**src/rtl/btiv_pkg.sv**
```systemverilog
// Shared types, widths and constants for the body-to-inertial velocity transform.
// Used by the CORDIC lanes, the merge stage, the divider and the top level.
// No dependencies.
package btiv_pkg;

  // Field widths of the stream items and the configuration register.
  localparam int ANG_W   = 15;
  localparam int VEL_W   = 24;
  localparam int OUT_W   = 32;
  localparam int FLOOR_W = 13;

  // CORDIC sizing: angle in Q28, x and y in Q30, sine and cosine in Q15.
  localparam int CORDIC_STEPS = 16;
  localparam int Z_W          = 32;
  localparam int XY_W         = 33;
  localparam int TRIG_W       = 17;

  // Datapath widths of the merge stage.
  localparam int P2_W  = 2 * TRIG_W;
  localparam int P3_W  = P2_W + TRIG_W;
  localparam int M_W   = 33;
  localparam int MV_W  = M_W + VEL_W;
  localparam int SUM_W = MV_W + 2;
  localparam int N1_W  = TRIG_W + VEL_W;
  localparam int SN_W  = TRIG_W + N1_W;

  // Divider: unsigned numerator and divisor magnitudes.
  localparam int NUM_W = N1_W;
  localparam int DEN_W = 16;

  // Pipeline depths.
  localparam int LANE_LAT  = CORDIC_STEPS + 2;
  localparam int MERGE_LAT = 5;
  localparam int DIV_LAT   = NUM_W;
  localparam int TOTAL_LAT = LANE_LAT + MERGE_LAT + DIV_LAT + 1;

  // Stream payload widths.
  localparam int S_DATA_W = 192;
  localparam int M_DATA_W = 6 * OUT_W;

  localparam logic signed [XY_W-1:0] CORDIC_GAIN = XY_W'(652032874);
  localparam logic signed [Z_W-1:0]  PI_Q28      = Z_W'(843314857);
  localparam logic signed [Z_W-1:0]  HALF_PI_Q28 = Z_W'(421657428);
  localparam logic [FLOOR_W-1:0]     FLOOR_RESET = FLOOR_W'(72);

  // Body velocities of one item.
  typedef struct packed {
    logic signed [VEL_W-1:0] u;
    logic signed [VEL_W-1:0] v;
    logic signed [VEL_W-1:0] w;
    logic signed [VEL_W-1:0] p;
    logic signed [VEL_W-1:0] q;
    logic signed [VEL_W-1:0] r;
  } vel_t;

  // Sine and cosine of the three Euler angles.
  typedef struct packed {
    logic signed [TRIG_W-1:0] sphi;
    logic signed [TRIG_W-1:0] cphi;
    logic signed [TRIG_W-1:0] sth;
    logic signed [TRIG_W-1:0] cth;
    logic signed [TRIG_W-1:0] spsi;
    logic signed [TRIG_W-1:0] cpsi;
  } trig_t;

  // Results that ride alongside the divider.
  typedef struct packed {
    logic signed [OUT_W-1:0] north;
    logic signed [OUT_W-1:0] east;
    logic signed [OUT_W-1:0] down;
    logic signed [OUT_W-1:0] pitch_rate;
    logic signed [VEL_W-1:0] p;
    logic                    flag;
  } side_t;

  typedef struct packed {
    logic [NUM_W-1:0] yaw_num;
    logic [NUM_W-1:0] roll_num;
    logic [DEN_W-1:0] den;
    logic             yaw_neg;
    logic             roll_neg;
    side_t            side;
  } div_req_t;

  typedef struct packed {
    logic [NUM_W-1:0] yaw_quo;
    logic [NUM_W-1:0] roll_quo;
    logic             yaw_neg;
    logic             roll_neg;
    side_t            side;
  } div_rsp_t;

  // Rotation angle of CORDIC step i, atan(2^-i) in Q28.
  function automatic logic signed [Z_W-1:0] atan_q28(input int i);
    logic signed [Z_W-1:0] a;
    unique case (i)
      0:  a = Z_W'(210828714);
      1:  a = Z_W'(124459457);
      2:  a = Z_W'(65760959);
      3:  a = Z_W'(33381290);
      4:  a = Z_W'(16755422);
      5:  a = Z_W'(8385879);
      6:  a = Z_W'(4193963);
      7:  a = Z_W'(2097109);
      8:  a = Z_W'(1048571);
      9:  a = Z_W'(524287);
      default: a = Z_W'(64'sd1 <<< (28 - i));
    endcase
    return a;
  endfunction

  // Saturate to the signed 32-bit output range.
  function automatic logic signed [OUT_W-1:0] sat32(input logic signed [63:0] v);
    logic signed [OUT_W-1:0] s;
    if (v > 64'sd2147483647) begin
      s = 32'sh7fffffff;
    end else if (v < -64'sd2147483648) begin
      s = 32'sh80000000;
    end else begin
      s = OUT_W'(v);
    end
    return s;
  endfunction

endpackage

```
**src/rtl/btiv_cordic_lane.sv**
```systemverilog
// One rotation-mode CORDIC lane: angle in, Q15 sine and cosine out.
// Fully pipelined, one iteration per register stage. Depends on btiv_pkg.
module btiv_cordic_lane import btiv_pkg::*; (
  input  logic                     clk_i,
  input  logic                     en_i,
  input  logic signed [ANG_W-1:0]  angle_i,
  output logic signed [TRIG_W-1:0] sin_o,
  output logic signed [TRIG_W-1:0] cos_o
);

  localparam logic signed [XY_W-1:0] ROUND_HALF = XY_W'(16384);
  localparam logic signed [XY_W-1:0] UNIT_POS   = XY_W'(32768);
  localparam logic signed [XY_W-1:0] UNIT_NEG   = -UNIT_POS;

  logic signed [Z_W-1:0]  z_q   [0:CORDIC_STEPS];
  logic signed [XY_W-1:0] x_q   [0:CORDIC_STEPS];
  logic signed [XY_W-1:0] y_q   [0:CORDIC_STEPS];
  logic                   neg_q [0:CORDIC_STEPS];
  logic signed [Z_W-1:0]  z_in;
  logic signed [XY_W-1:0] x_fin, y_fin, x_rnd, y_rnd;

  // Scale the angle to Q28.
  assign z_in = Z_W'(angle_i) <<< 16;

  // Fold the angle into [-pi/2, pi/2]; the folded result is negated at the end.
  always_ff @(posedge clk_i) begin
    if (en_i) begin
      x_q[0] <= CORDIC_GAIN;
      y_q[0] <= '0;
      if (z_in > HALF_PI_Q28) begin
        z_q[0]   <= z_in - PI_Q28;
        neg_q[0] <= 1'b1;
      end else if (z_in < -HALF_PI_Q28) begin
        z_q[0]   <= z_in + PI_Q28;
        neg_q[0] <= 1'b1;
      end else begin
        z_q[0]   <= z_in;
        neg_q[0] <= 1'b0;
      end
    end
  end

  // One micro-rotation per stage.
  for (genvar i = 0; i < CORDIC_STEPS; i++) begin : g_iter
    localparam logic signed [Z_W-1:0] ATAN = atan_q28(i);
    always_ff @(posedge clk_i) begin
      if (en_i) begin
        neg_q[i+1] <= neg_q[i];
        if (!z_q[i][Z_W-1]) begin
          x_q[i+1] <= x_q[i] - (y_q[i] >>> i);
          y_q[i+1] <= y_q[i] + (x_q[i] >>> i);
          z_q[i+1] <= z_q[i] - ATAN;
        end else begin
          x_q[i+1] <= x_q[i] + (y_q[i] >>> i);
          y_q[i+1] <= y_q[i] - (x_q[i] >>> i);
          z_q[i+1] <= z_q[i] + ATAN;
        end
      end
    end
  end

  // Undo the fold, round Q30 to Q15 and clamp to the unit range.
  always_comb begin
    x_fin = neg_q[CORDIC_STEPS] ? -x_q[CORDIC_STEPS] : x_q[CORDIC_STEPS];
    y_fin = neg_q[CORDIC_STEPS] ? -y_q[CORDIC_STEPS] : y_q[CORDIC_STEPS];
    x_rnd = (x_fin + ROUND_HALF) >>> 15;
    y_rnd = (y_fin + ROUND_HALF) >>> 15;
    if (x_rnd > UNIT_POS) x_rnd = UNIT_POS;
    if (x_rnd < UNIT_NEG) x_rnd = UNIT_NEG;
    if (y_rnd > UNIT_POS) y_rnd = UNIT_POS;
    if (y_rnd < UNIT_NEG) y_rnd = UNIT_NEG;
  end

  always_ff @(posedge clk_i) begin
    if (en_i) begin
      cos_o <= TRIG_W'(x_rnd);
      sin_o <= TRIG_W'(y_rnd);
    end
  end

endmodule

```
**config.mk**
```make
export PLATFORM = sky130hd
export DESIGN_NAME = btiv_cordic_lane
export DESIGN_NICKNAME = d
export VERILOG_FILES = /design/src/rtl/btiv_pkg.sv /design/src/rtl/btiv_cordic_lane.sv
export SDC_FILE = /design/constraint.sdc
export NUM_CORES = 2
export LEC_CHECK = 0
export BUFFER_PORTS_ARGS = -buffer_cell sky130_fd_sc_hd__buf_2
export CORE_UTILIZATION = 35
export DETAILED_ROUTE_END_ITERATION = 10
export HOLD_SLACK_MARGIN = 0.08
export MAX_ROUTING_LAYER = met4
export PLACE_DENSITY_LB_ADDON = 0.15
export SYNTH_ARGS = -nofsm -noshare
export SYNTH_HDL_FRONTEND = slang
export SYNTH_SLANG_ARGS = --single-unit
export TNS_END_PERCENT = 100
```
**constraint.sdc**
```tcl
create_clock -name clk_i -period 6.5 [get_ports clk_i]
set_input_delay 0.975 -clock clk_i [delete_from_list [all_inputs] [get_ports clk_i]]
set_output_delay 0.975 -clock clk_i [all_outputs]
set_load 0.05 [all_outputs]
```
# --- After elaboration in Yosys (flattened, before gate mapping) ---
# Memory sizes are Yosys's and may differ from the RTL's.
# Index checks and enable logic that the tools add are counted.
classes:
  addsub: 101
  magnitude_cmp: 6
  n_mux: 165
  n_bitwise: 52
ops:
  columns: ["cell", "n"]
  rows:
  - ["$mux 33", 36]
  - ["$mux 32", 18]
  - ["$mux 1", 111]
  - ["$add 33x16->33 const B", 2]
  - ["$add 33x18->33", 2]
  - ["$add 33x19->33", 2]
  - ["$add 33x20->33", 2]
  - ["$add 33x21->33", 2]
  - ["$add 33x22->33", 2]
  - ["$add 33x23->33", 2]
  - ["$add 33x24->33", 2]
  - ["$add 33x25->33", 2]
  - ["$add 33x26->33", 2]
  - ["$add 33x27->33", 2]
  - ["$add 33x28->33", 2]
  - ["$add 33x29->33", 2]
  - ["$add 33x30->33", 2]
  - ["$add 33x31->33", 2]
  - ["$add 33x32->33", 2]
  - ["$lt 33x16->1 const B", 2]
  - ["$neg 33->33", 2]
  - ["$sub 33x18->33", 2]
  - ["$sub 33x19->33", 2]
  - ["$sub 33x20->33", 2]
  - ["other kinds (50)", 117]
totals:
  wordCells: 330
  regBits: 34
  mem_count: 4
  ramBits: 1683
memory_table:
  columns: ["name", "words", "width", "read_ports", "rd_clocked_by_memory_dff", "write_ports", "line", "rtl"]
  rows:
  - ["x_q", 17, 33, 17, 0, 17, "btiv_cordic_lane.sv:16", "logic signed [XY_W-1:0] x_q [0:CORDIC_STEPS];"]
  - ["y_q", 17, 33, 17, 0, 17, "btiv_cordic_lane.sv:17", "logic signed [XY_W-1:0] y_q [0:CORDIC_STEPS];"]
  - ["z_q", 17, 32, 16, 0, 17, "btiv_cordic_lane.sv:15", "logic signed [Z_W-1:0] z_q [0:CORDIC_STEPS];"]
  - ["neg_q", 17, 1, 17, 0, 17, "btiv_cordic_lane.sv:18", "logic neg_q [0:CORDIC_STEPS];"]

# --- Depth between registers and ports, before layout ---
depth:
  depth_word: 7
  mapped_depth: 22
  mapped_depth_nobuf: 22

# --- Worst setup path before layout ---
# Ideal clock, no wire load.
synth_timing:
  path_type: "in2reg"
  startpoint: "input en_i"
  endpoint: "memory x_q[5][32] (data pin)"
  stages: 19
  path_slack_ns: 0.478
  setup_time_ns: 0.264
  arrival_ns: 5.758
  cell_sequence: "clkbuf_1 -> nand2_1 -> inv_1 -> clkbuf_1 -> clkbuf_1 -> nor2_1 -> xnor2_1 -> ha_1 -> and3_1 -> a2111oi_0 -> a211o_1 -> nand2_1 -> o31ai_1 -> a21oi_1 -> o41ai_1 -> o22ai_1 -> nor4_1 -> o31ai_1 -> xnor2_1"
synth_lines:
  columns: ["element", "line", "rtl"]
  rows:
  - ["start, declared", "btiv_cordic_lane.sv:5", "input logic en_i,"]
  - ["end, declared", "btiv_cordic_lane.sv:16", null]

==> impl_metrics.json <==
{
  "final_max_slew_viol_count": 0,
  "synth-async-reset-ratio_pct": 0,
  "cp.required_ns": 7.13,
  "min_to": "neg_q[4]",
  "syn_nets": 13600,
  "area_delta_synth_final_pct": 10.1,
  "clkLatencyLatePin_ns": 0.89,
  "yosysTopAreaCell": "edfxtp_1",
  "ctsHoldBuffers": 0,
  "first_pass_iters": 6,
  "ys_seq_elements": 1413,
  "hold_depth": 0,
  "final_layout_size_suffix_gt1_share_pct": 4.83,
  "slew_headroom_pct": 20.9,
  "critPathKind": "reg -> reg",
  "dieArea_mm2": 0.338,
  "grt_pass1_vias": 89900,
  "synth_cell_types": 85,
  "grt_max_degree": 164,
  "yosys_most_used_dff": "edfxtp_1",
  "fmax_mhz": 171,
  "dp_hpwl_um": 262000,
  "syn_inst": 12300,
  "nets": 13800,
  "path_clk_slew_ns": 0.06,
  "synth_top_area_share_pct": 36.2,
  "cts.htree.levels": 4,
  "regToRegStartpoint": "y_q[4][4]",
  "setup_viol": 0,
  "tightest_slew_ns": 1.18,
  "numCtsBuffers": 183,
  "rrSetupSlack_ns": 0.65,
  "utilization_pct": 38.8,
  "portBuffers": 50,
  "final_common_cell": "edfxtp_1",
  "die_height_um": 581,
  "post-cts-setup-buffer-count": 0,
  "layout_common_cells": "edfxtp_1 (1413), ha_1 (1293), a21oi_1 (1199)",
  "r2r_end": "x_q[5][31]",
  "fin_setup_tns_ns": 0,
  "netlist_top_cells_area": "edfxtp_1 (36%), ha_1 (14%), xnor2_1 (8.7%), a21oi_1 (5.1%), xor2_1 (4.5%)",
  "fp.dieW_um": 581,
  "hold_path.class": "reg -> reg",
  "ios": 51,
  "n_fill_cell": 32800,
  "num_rows": 212,
  "clockBufferDepth": 4,
  "first_iter_violations": 5627,
  "maxCapViolCount": 0,
  "root_buffer": "clkbuf_16",
  "grt_first_pass_wirelength_um": 513000,
  "core_area_mm2": 0.333,
  "fin_crit_sh_pct": 90.0,
  "vias": 92100,
  "tritoncts": "done",
  "worstPathArrival_ns": 6.48,
  "drc": 0,
  "vias_per_cell": 5.43,
  "hold_start": "neg_q[3]",
  "cp-start-kind": "flop",
  "wirelength_um": 329000,
  "synth_edf_count": 1413,
  "cts_sinks": 1413,
  "cp_max_fo": 6,
  "postSynthAreaPerCell_um2": 9.57,
  "reg2reg_depth": 20,
  "ys_seq_area_share_pct": 36.2,
  "grt-ovfl-total": 0,
  "wl_per_cell_um": 19.4,
  "initial_core_util_pct": 35.2,
  "ant_nets": 0,
  "cts_resized": 0,
  "endpoint_kind": "flop",
  "syn-cell-area_mm2": 0.117,
  "antenna_found_initial": 8,
  "place.gp.congestion": 0.912,
  "yosysWarnings": 0,
  "hold_viol": 0,
  "grt_use_total_pct": 19.5,
  "status": "finished clean",
  "finalCriticalPeriod_ns": 5.85,
  "rsz0062_at_grt": "no",
  "skew_ns": 0.0755
}
==> flip-flops by register name, summed over array words and instances (netlist names) <==
register	flops
z_q	396
sin_o	17
y_q	496
x_q	470
neg_q	17
cos_o	17
==> logic make-up after synthesis <==
| kind of cell | after synthesis | share of synthesized area [%] |
|---|---|---|
| XOR/XNOR | 1767 | 13.2 |
| multiplexers | 105 | 0.941 |
| flip-flops | 1413 | 36.2 |
| adder cells (fa/ha/maj) | 1339 | 14.6 |
| AND/OR/NAND/NOR | 3374 | 13.8 |
| buffers and inverters | 717 | 2.32 |
| AO/OA/AOI/OAI | 3541 | 19.0 |
==> stage by stage <==
stage / hold slack (ns) / instance area [um^2] / instances / worst slack, ns
final: 0.415 / 129000 / 17000 / 0.647
after detailed placement: 0.405 / 123000 / 16600 / 0.213
after CTS: 0.356 / 129000 / 16900 / 0.695
after global placement: 0.403 / 123000 / 16600 / 0.183
after floorplan: 0.400 / 117000 / 12300 / 0.478
after global routing: 0.407 / 129000 / 17000 / 0.192
==> layer usage <==
| metal | up-vias | track usage, % | share of wire, % |
|---|---|---|---|
| li1 | 45900 | - | - |
| met1 | 44100 | 24.4 | 45 |
| met2 | 1685 | 33.5 | 48 |
| met3 | 447 | 1.71 | 3.5 |
| met4 | 0 | 5.36 | 2.7 |
| met5 | - | - | 0 |
==> synthesized netlist by cell type, types with 38 or more instances <==
cell	n
edfxtp_1	1413
fa_1	46
xor2_1	598
inv_1	480
and2_1	63
ha_1	1293
or2_2	61
or3_1	63
nor2_1	1088
mux2_2	38
o21ai_0	670
o211ai_1	53
nand3_1	258
o31ai_1	153
o41ai_1	58
nor4_1	103
and3_1	94
a21oi_1	1199
a21o_1	408
a211oi_1	137
nand4_1	79
nand2b_1	167
clkbuf_1	191
or4_1	44
nor3_1	355
nor2b_1	206
mux2i_1	66
xnor2_1	1169
a31oi_1	145
o21bai_1	138
nand2_1	688
o21a_1	179
==> final cells by class <==
cell class | instances | area, um^2 | area share, %
diodes | 6 | 15.0 | 0.0116
multi-input cells | 10100 | 72200 | 55.9
clock buffers | 219 | 4760 | 3.68
clock inverters | 110 | 996 | 0.771
inverters | 487 | 1830 | 1.41
well taps | 4387 | 5490 | 4.25
repair buffers | 204 | 1510 | 1.17
flip-flops and latches | 1413 | 42400 | 32.8
==> worst max-delay path, cell delays in order, from the launching register on <==
cell	delay, ns
edfxtp_1	0.51
inv_1	0.11
ha_1	0.16
nor3b_1	0.53
nand2_1	0.26
nor3_1	0.59
a21oi_1	0.18
xor2_1	0.17
ha_1	0.36
o21a_1	0.14
a21oi_1	0.19
o21ai_0	0.13
a211o_1	0.28
a21o_1	0.24
o41ai_1	0.32
buf_4	0.20
o221ai_1	0.17
or4_1	0.46
a31oi_1	0.32
o21bai_1	0.12
xor2_1	0.14
==> worst max-delay path by stage <==
stage | endpoint | startpoint | cells past startpoint
final | x_q[5][31] | y_q[4][4] | 20
after global routing | x_q[4][32] | y_q[3][3] | 18
after CTS | x_q[5][32] | y_q[4][4] | 20
after detailed placement | x_q[5][32] | en_i | 19
after global placement | x_q[5][32] | en_i | 19
after floorplan | x_q[5][32] | en_i | 19
Power is left out: the tool's default activity adds up to more than one toggle a clock period on the data nets, which glitch-free logic cannot reach.
